`src/design/wfp_pkg.sv`:
```
package wfp_pkg;

    // Default depth of the per-target source tally.
    localparam int MAX_SOURCES_DEF = 32;

    // Stream payload widths.
    localparam int IN_DATA_W  = 160;
    localparam int OUT_DATA_W = 32;

    // Configuration port.
    localparam int CFG_IDX_W  = 3;
    localparam int CFG_DATA_W = 32;

    localparam logic [CFG_IDX_W-1:0] CFG_METRIC_MODE            = 3'd0;
    localparam logic [CFG_IDX_W-1:0] CFG_NAN_WHEN_MANY_SOURCES  = 3'd1;
    localparam logic [CFG_IDX_W-1:0] CFG_NAN_WHEN_SHARED_SOURCE = 3'd2;
    localparam logic [CFG_IDX_W-1:0] CFG_FILL_VALUE             = 3'd3;
    localparam logic [CFG_IDX_W-1:0] CFG_FILL_IS_NAN            = 3'd4;
    localparam logic [CFG_IDX_W-1:0] CFG_USE_EXPLICIT_WEIGHT    = 3'd5;

    typedef enum logic [1:0] {
        MODE_SUM,
        MODE_MEAN,
        MODE_COUNT,
        MODE_ANGLE
    } metric_mode_t;

    typedef struct packed {
        metric_mode_t       metric_mode;
        logic               nan_when_many_sources;
        logic               nan_when_shared_source;
        logic signed [31:0] fill_value;
        logic               fill_is_nan;
        logic               use_explicit_weight;
    } cfg_t;

    // Iterative divider: 32 quotient bits, one per cycle.
    localparam int DIV_W     = 32;
    localparam int DIV_CNT_W = 5;

    // Saturation limits of the accumulators.
    localparam logic signed [55:0] WVS_MAX = {1'b0, {55{1'b1}}};
    localparam logic signed [55:0] WVS_MIN = {1'b1, {55{1'b0}}};
    localparam logic signed [39:0] DIR_MAX = {1'b0, {39{1'b1}}};
    localparam logic signed [39:0] DIR_MIN = {1'b1, {39{1'b0}}};

    // Angle constants in Q16.16.
    localparam int                 ANG_W       = 20;
    localparam logic signed [19:0] ANG_HALF_PI = 20'sd102944;
    localparam logic signed [19:0] ANG_PI      = 20'sd205887;
    localparam int                 CORDIC_STEPS = 16;

    // atan(2^-i) in Q16.16.
    function automatic logic signed [19:0] atan_entry(input logic [3:0] idx);
        logic signed [19:0] a;
        case (idx)
            4'd0:    a = 20'sd51472;
            4'd1:    a = 20'sd30386;
            4'd2:    a = 20'sd16055;
            4'd3:    a = 20'sd8150;
            4'd4:    a = 20'sd4091;
            4'd5:    a = 20'sd2047;
            4'd6:    a = 20'sd1024;
            4'd7:    a = 20'sd512;
            4'd8:    a = 20'sd256;
            4'd9:    a = 20'sd128;
            4'd10:   a = 20'sd64;
            4'd11:   a = 20'sd32;
            4'd12:   a = 20'sd16;
            4'd13:   a = 20'sd8;
            4'd14:   a = 20'sd4;
            4'd15:   a = 20'sd2;
            default: a = 20'sd0;
        endcase
        return a;
    endfunction

    // Datapath operations issued by the controller, one per cycle.
    typedef enum logic [4:0] {
        OP_NOP,
        OP_LOAD,
        OP_EMPTY,
        OP_PROD,
        OP_ACC,
        OP_RES_NAN,
        OP_RES_SUM,
        OP_RES_COUNT,
        OP_MEAN_START,
        OP_RES_MEAN,
        OP_ANG_LOAD,
        OP_NORM,
        OP_SQ,
        OP_SUM,
        OP_ISQ_N,
        OP_CDIV,
        OP_CLAMP,
        OP_CSQ,
        OP_ISQ_Y,
        OP_CINIT,
        OP_CSTEP,
        OP_RES_ANG,
        OP_EMIT
    } dp_op_t;

    typedef struct packed {
        dp_op_t op;
    } dp_cmd_t;

    typedef struct packed {
        logic         div_busy;
        logic         sqrt_busy;
        logic         last;
        logic         nan_now;
        metric_mode_t mode;
        logic         ws_zero;
        logic         mean_sat;
        logic         dir_zero;
        logic         norm_big;
        logic         cordic_last;
        logic         out_free;
    } dp_status_t;

    typedef enum logic [4:0] {
        S_IDLE,
        S_WDIV,
        S_PROD,
        S_ACC,
        S_DECIDE,
        S_MEAN_DIV,
        S_NORM,
        S_SUM,
        S_ISQ_N,
        S_ISQ_N_WAIT,
        S_CDIV_WAIT,
        S_CSQ,
        S_ISQ_Y,
        S_ISQ_Y_WAIT,
        S_CORDIC,
        S_ANG_RES,
        S_EMIT
    } ctrl_state_t;

endpackage

```
`src/design/wfp_ctrl.sv`:
```
module wfp_ctrl import wfp_pkg::*; (
    input  logic       aclk,
    input  logic       aresetn,
    input  logic       s_tvalid,
    input  logic       s_tuser,
    input  dp_status_t status,
    output logic       s_tready,
    output dp_cmd_t    cmd
);

    ctrl_state_t state_reg, state_next;

    // State register.
    always_ff @(posedge aclk) begin
        if (!aresetn) begin
            state_reg <= S_IDLE;
        end else begin
            state_reg <= state_next;
        end
    end

    // Next state and datapath operation.
    always_comb begin
        state_next = state_reg;
        cmd.op     = OP_NOP;
        s_tready   = 1'b0;
        case (state_reg)
            S_IDLE: begin
                s_tready = 1'b1;
                if (s_tvalid) begin
                    if (s_tuser) begin
                        cmd.op     = OP_EMPTY;
                        state_next = S_EMIT;
                    end else begin
                        cmd.op     = OP_LOAD;
                        state_next = S_WDIV;
                    end
                end
            end
            S_WDIV: begin
                if (!status.div_busy) begin
                    state_next = S_PROD;
                end
            end
            S_PROD: begin
                cmd.op     = OP_PROD;
                state_next = S_ACC;
            end
            S_ACC: begin
                cmd.op     = OP_ACC;
                state_next = status.last ? S_DECIDE : S_IDLE;
            end
            S_DECIDE: begin
                state_next = S_EMIT;
                if (status.nan_now) begin
                    cmd.op = OP_RES_NAN;
                end else begin
                    case (status.mode)
                        MODE_SUM:   cmd.op = OP_RES_SUM;
                        MODE_COUNT: cmd.op = OP_RES_COUNT;
                        MODE_MEAN: begin
                            if (status.ws_zero) begin
                                cmd.op = OP_RES_NAN;
                            end else if (status.mean_sat) begin
                                cmd.op = OP_RES_MEAN;
                            end else begin
                                cmd.op     = OP_MEAN_START;
                                state_next = S_MEAN_DIV;
                            end
                        end
                        MODE_ANGLE: begin
                            if (status.dir_zero) begin
                                cmd.op = OP_RES_NAN;
                            end else begin
                                cmd.op     = OP_ANG_LOAD;
                                state_next = S_NORM;
                            end
                        end
                        default: cmd.op = OP_RES_NAN;
                    endcase
                end
            end
            S_MEAN_DIV: begin
                if (!status.div_busy) begin
                    cmd.op     = OP_RES_MEAN;
                    state_next = S_EMIT;
                end
            end
            S_NORM: begin
                if (status.norm_big) begin
                    cmd.op = OP_NORM;
                end else begin
                    cmd.op     = OP_SQ;
                    state_next = S_SUM;
                end
            end
            S_SUM: begin
                cmd.op     = OP_SUM;
                state_next = S_ISQ_N;
            end
            S_ISQ_N: begin
                cmd.op     = OP_ISQ_N;
                state_next = S_ISQ_N_WAIT;
            end
            S_ISQ_N_WAIT: begin
                if (!status.sqrt_busy) begin
                    cmd.op     = OP_CDIV;
                    state_next = S_CDIV_WAIT;
                end
            end
            S_CDIV_WAIT: begin
                if (!status.div_busy) begin
                    cmd.op     = OP_CLAMP;
                    state_next = S_CSQ;
                end
            end
            S_CSQ: begin
                cmd.op     = OP_CSQ;
                state_next = S_ISQ_Y;
            end
            S_ISQ_Y: begin
                cmd.op     = OP_ISQ_Y;
                state_next = S_ISQ_Y_WAIT;
            end
            S_ISQ_Y_WAIT: begin
                if (!status.sqrt_busy) begin
                    cmd.op     = OP_CINIT;
                    state_next = S_CORDIC;
                end
            end
            S_CORDIC: begin
                cmd.op = OP_CSTEP;
                if (status.cordic_last) begin
                    state_next = S_ANG_RES;
                end
            end
            S_ANG_RES: begin
                cmd.op     = OP_RES_ANG;
                state_next = S_EMIT;
            end
            S_EMIT: begin
                if (status.out_free) begin
                    cmd.op     = OP_EMIT;
                    state_next = S_IDLE;
                end
            end
            default: begin
                state_next = S_IDLE;
            end
        endcase
    end

endmodule

```
`config.mk`:
```
export PLATFORM = sky130hd
export DESIGN_NAME = wfp_ctrl
export DESIGN_NICKNAME = d
export VERILOG_FILES = /design/src/design/wfp_pkg.sv /design/src/design/wfp_ctrl.sv
export SDC_FILE = /design/constraint.sdc
export NUM_CORES = 1
export LEC_CHECK = 0
export BUFFER_PORTS_ARGS = -buffer_cell sky130_fd_sc_hd__buf_2
export CAP_MARGIN = 20
export CELL_PAD_IN_SITES_DETAIL_PLACEMENT = 0
export CELL_PAD_IN_SITES_GLOBAL_PLACEMENT = 2
export CORE_UTILIZATION = 27
export DETAILED_ROUTE_END_ITERATION = 8
export GPL_ROUTABILITY_DRIVEN = 0
export MAX_ROUTING_LAYER = met4
export PLACE_DENSITY = 0.87
export SYNTH_ARGS = -nofsm -noshare
export SYNTH_HDL_FRONTEND = slang
export SYNTH_SLANG_ARGS = --single-unit
export TNS_END_PERCENT = 5
```
`constraint.sdc`:
```
create_clock -name aclk -period 3.99 [get_ports aclk]
set_input_delay 0.798 -clock aclk [delete_from_list [all_inputs] [get_ports aclk]]
set_output_delay 0.798 -clock aclk [all_outputs]
set_load 0.01 [all_outputs]
```
==> metrics.cfg, run 1 <==
[status]
outcome = complete, no violations

[sta]
worstMarginPinSlew_ps = 735
setup_viol = 0
final_max_slew_viol_count = 0
tns_ps = 0
min_period_ps = 2790
relSlewSlack_pct = 51.0
layout_setup_ws_ps = 1200
rsz0062_at_grt = no
fmax_mhz = 359
finalHoldViolCount = 0
timing.final.crit_share_pct = 69.9
fin_skew_ps = 2.46

[yosys]
synth_top_family_by_area = simple AND/OR/NAND/NOR gates
synth-simple-area-share_pct = 38.8
ys.flop_type = dfxtp_1
ys_warn_count = 0
synth_area_per_cell_um2 = 6.53
syn-instance-count = 108
ys_ff_latch = 5
synth_cell_types = 40
synth-xor-area-share_pct = 1.24
synth_top_area_share_pct = 14.2
synth_area_um2 = 706
muxShareOfSynthArea_pct = 0
syn_nets = 124
yosysSeqAreaShare_pct = 14.2
synth_top_cells_by_area = dfxtp_1 14%, o21ai_0 9.2%, nand2_1 5.9%
synth_edf_count = 0
yosysTopAreaCell = dfxtp_1
synthAdderAreaFrac_pct = 0
synthArstFlopShare_pct = 0
synth_compound_area_share_pct = 37.8

[setup_path]
setup.worst_path.end_class = output port
worst-endpoint-arrival_ps = 1990
cp-startpoint = state_reg[2]
worstPathMaxFanout = 18
r2r_end = state_reg[4]
worstPathRequired_ps = 3190
startpoint_type = flip-flop
crit_path_end = cmd[3]
r2r_cells = 5
r2r-start = state_reg[1]
r2r_setup_slack_ps = 2070
crit_type = flip-flop to output port

[clocking]
root_buffer = clkbuf_4
hold_buffers = 0
path_clk_slew_ps = 40
clk_latency_ps = 250
cts_num_sinks = 5
cts-htree-levels = 1
ctsResizeCount = 0
clock_path_buffers = 2
cts_tree = done
post_cts_buffers = 0
cts_buffers = 3

[cells_and_area]
fin_cells = 155
fin_area_um2 = 833
antenna_cells = 0
nets = 142
largest_reg_flops = 5
fill_cells = 307
drive_gt1_share_pct = 20.8
area_growth_pct = 18.1

[power_and_ir_drop]
share_comb_of_total_power_pct = 61.5
netSwitchingFraction_pct = 54.2
leakagePower_uw = 0.000308
netSwitchingPower_uw = 298
ir_worst_vdd_uv = 213
p_int_uw = 252
sequentialPowerShare_pct = 27.6
clkPwrFrac_pct = 10.9
power-per-cell-area_nw_per_um2 = 660

[routing]
wire_per_inst_um = 14.2
via_count = 914
viasPerCell = 5.90
drcViolationCount = 0
ant_nets = 0
first_pass_iters = 4
wl_um = 2200
drtIter0Drc = 37

[global_routing]
grt_max_degree = 24
grt-ovfl-total = 0
grt_usage_pct = 17.8
antenna_found_initial = 0
grt_pass1_vias = 813
grt_first_pass_wirelength_um = 3730

[flow_run]
cap_violations = 0

[floorplanning]
fp.dieH_um = 53.1
die-area_um2 = 2820
core_area_um2 = 2480
die_x_um = 53.1
pin_count = 22
start_util_pct = 28.5
rows = 18

[placed_design]
placed_area_um2 = 807
dpl.cell_count = 151
hpwl_um = 1570
dp_slack_ps = 1260
port_buffers = 21

[hold_path]
hp-class = flip-flop to flip-flop
holdCritStartpoint = state_reg[4]

[synthesized netlist by cell type (2+ instances only)]
cell,number
a21boi_0,2
a21oi_1,6
nor2b_1,5
nand3_1,2
inv_1,4
o211ai_1,3
dfxtp_1,5
buf_2,3
nor3_1,3
a31oi_1,2
o22ai_1,4
nand4b_1,2
nand4_1,3
and3_1,2
nand2_1,11
clkbuf_1,3
o31ai_1,2
nor2_1,10
nor3b_1,2
o21ai_0,13
a32oi_1,2
[power groups by stage]
stage | clock, uW | sequential (uW) | combinational (uW)
after global routing | 63.7 | 159 | 379
after floorplan | 0 | 81.1 | 301
after detailed placement | 0 | 151 | 335
after CTS | 60.4 | 150 | 337
final | 60.1 | 152 | 339
after global placement | 0 | 153 | 335
[layout by cell type (no fill, tap or decap), drive strengths merged, types with 3 or more instances in the layout]
master,synthesis,final
buf,5,21
o21ai,13,13
nand2,11,11
nor2,10,10
a21oi,6,6
nor2b,5,5
dfxtp,5,5
inv,4,4
o22ai,4,4
nor3,4,4
clkbuf,3,4
nand4,3,3
o211ai,3,3
[area by class of cell]
cell class	instances	area [um^2]	share of cell area [%]
clock buffer	4	26.3	3.15
inverter	4	15.0	1.80
multi-input combinational	91	549	65.9
sequential	5	100	12.0
tap	30	37.5	4.50
timing repair buffer	21	105	12.6
[worst max-delay path: stages (launching register included)]
cell,delay [ps]
dfxtp_1,680
inv_1,270
or3_1,430
o22ai_1,200
buf_2,160
[worst min path at each step]
stage / to / slack [ps] / cells after the start
after floorplan: state_reg[4] / 530 / 2
final: state_reg[3] / 760 / 1
after detailed placement: state_reg[3] / 720 / 1
after global placement: state_reg[3] / 730 / 1
after CTS: state_reg[3] / 740 / 1
after global routing: state_reg[3] / 770 / 1
[through the flow]
step                      total power, uW  hold slack (ps)  util, %
final                                 550              756     33.6
after global routing                  602              768     33.6
after CTS                             548              740     33.6
after detailed placement              486              723     32.6
after global placement                488              728     32.6
after floorplan                       382              535        -
[cell families after synthesis]
group,count (synthesis)
xor+xnor,1
simple gates,49
buf+inv,12
compound gates,41
flops,5
[layer usage]
metal	global-route usage, %	vias up	routed length, um	part of all wire, %
met5	-	-	0	0
met4	4.39	0	36	1.6
met3	1.72	6	180	8.2
met2	29.1	55	1020	46
met1	23.4	410	958	44
li1	-	443	-	-
(Power assumes the default switching activity.)
==> inputs of run 2 (changes only) <==
CORE_UTILIZATION = 25   (was 27)
PLACE_DENSITY = 0.82   (was 0.87)
clock period = 2.9 ns   (was 3.99 ns; I/O delays follow)
==> metrics.cfg, run 2 (synthesis results as in run 1) <==
[hold_path]
hp-class = primary input to flip-flop

[clocking]
ctsResizeCount = 0  ; unchanged
clk_latency_ps = 240  ; about the same
cts_buffers = 3  ; unchanged
cts_num_sinks = 5  ; unchanged
hold_buffers = 0  ; unchanged
root_buffer = clkbuf_4
post_cts_buffers = 0  ; unchanged
cts-htree-levels = 1  ; unchanged
path_clk_slew_ps = 40  ; about the same
cts_tree = done
clock_path_buffers = 2  ; unchanged

[routing]
first_pass_iters = 4  ; unchanged
ant_nets = 0  ; unchanged
via_count = 903  ; -1.2%
wire_per_inst_um = 14.0  ; -0.83%
viasPerCell = 5.68  ; -3.7%
drtIter0Drc = 39  ; +5.4%
wl_um = 2230  ; +1.7%
drcViolationCount = 0  ; unchanged

[global_routing]
grt_max_degree = 17  ; -29%
antenna_found_initial = 0  ; unchanged
grt-ovfl-total = 0  ; unchanged
grt_usage_pct = 16.8  ; -0.97 points
grt_pass1_vias = 795  ; -2.2%
grt_first_pass_wirelength_um = 3590  ; -3.9%

[sta]
min_period_ps = 2450
tns_ps = 0  ; unchanged
rsz0062_at_grt = no
fin_skew_ps = 0.609  ; -1.85 ps
worstMarginPinSlew_ps = 502  ; -232 ps
relSlewSlack_pct = 66.5  ; +15 points
final_max_slew_viol_count = 0  ; unchanged
fmax_mhz = 408
setup_viol = 0  ; unchanged
timing.final.crit_share_pct = 84.5
finalHoldViolCount = 0  ; unchanged

[floorplanning]
die-area_um2 = 3040  ; +7.7%
rows = 18  ; unchanged
fp.dieH_um = 55.1  ; +3.8%
core_area_um2 = 2570  ; +3.6%
start_util_pct = 27.5  ; -1.0 points
die_x_um = 55.1  ; +3.8%
pin_count = 22  ; unchanged

[setup_path]
r2r-start = state_reg[2]
worst_path_largest_cell_delay_ps = 450  ; -230 ps
crit_path_end = cmd[0]
worstPathCellList = or3_4, nor3_1, nand2_1, o221ai_1, buf_2
setup.worst_path.end_class = output port
r2r_cells = 6  ; +1
worstPathMaxFanout = 14  ; -4
cp_slowest_cell = dfxtp_1
r2r_end = state_reg[4]
cp_top_family = simple AND/OR/NAND/NOR gates
critical_path_depth = 5  ; +1
worstPathRequired_ps = 2320  ; -870 ps
crit_type = flip-flop to output port
critPathBufInv = 1  ; -1
cp-startpoint = state_reg[4]
startpoint_type = flip-flop
worst-endpoint-arrival_ps = 1870  ; -120 ps
r2r_setup_slack_ps = 1120  ; -950 ps

[power_and_ir_drop]
leakagePower_uw = 0.000330  ; +6.9%
power.total_uw = 785  ; +43%
ir_worst_vdd_uv = 298  ; +40%
power-per-cell-area_nw_per_um2 = 909  ; +38%

[cells_and_area]
final_cell_mix = 21 x buf_2, 13 x o21ai_0, 11 x nand2_1
largest_reg_flops = 5  ; unchanged
final_common_cell = buf_2
area_growth_pct = 22.3
drive_gt1_share_pct = 23.3  ; +2.5 points
nets = 146  ; +2.8%
fin_area_um2 = 863  ; +3.6%
antenna_cells = 0  ; unchanged

[placed_design]
placed_area_um2 = 837  ; +3.7%
port_buffers = 21  ; unchanged
hpwl_um = 1670  ; +6.7%

[flow_run]
cap_violations = 0  ; unchanged

[status]
outcome = complete, no violations

-- run 2: cell count changes in the layout (fill, tap and decap cells not counted), sizes merged --
cell  delta
buf      +4
-- run 2: routing by layer --
metal / vias up / share of wire, % / GRT usage, %
li1: 450 / - / -
met1: 417 / 48 / 22.1
met2: 36 / 47 / 27.1
met3: 0 / 5.2 / 1.64
met4: 0 / 0 / 5.00
met5: - / 0 / -
-- run 2: power by group --
part	internal [uW]	total, uW	leakage (uW)	switching (uW)
Clock	52.1	81.9	0.0000150	29.8
Sequential	94.1	169	0.0000409	75.0
Combinational	221	534	0.000274	313
Total	367	785	0.000330	418
-- run 2: worst min-delay path: stages --
cell and delay, ps:
buf_2 130, o21ai_0 70, a21oi_1 40
-- run 2: layout make-up --
| cell class | instances | area [um^2] |
|---|---|---|
| multi-input combinational | 91 | 549 |
| sequential | 5 | 100 |
| tap | 30 | 37.5 |
| inverter | 4 | 15.0 |
| fill | 318 | 1700 |
| clock buffer | 4 | 26.3 |
| timing repair buffer | 25 | 135 |
-- run 2: worst min path at each step --
stage                  from           end  slack, ps  cells after the start
2_1_floorplan  state_reg[4]  state_reg[4]        530                      2
3_3_place_gp   state_reg[2]  state_reg[2]        700                      2
3_5_place_dp   state_reg[2]  state_reg[2]        690                      2
4_1_cts             aresetn  state_reg[2]        610                      3
5_1_grt             aresetn  state_reg[2]        630                      3
6_report            aresetn  state_reg[2]        630                      3
-- run 2: per-stage QoR --
stage / worst slack, ps / hold slack (ps) / cells / util [%]
finish: 450 / 629 / 159 / 33.6
floorplan: 780 / 535 / 108 / -
detailed placement: 637 / 691 / 155 / 32.6
CTS: 420 / 615 / 159 / 33.6
global route: 295 / 626 / 159 / 33.6
global placement: 662 / 696 / 155 / 32.6
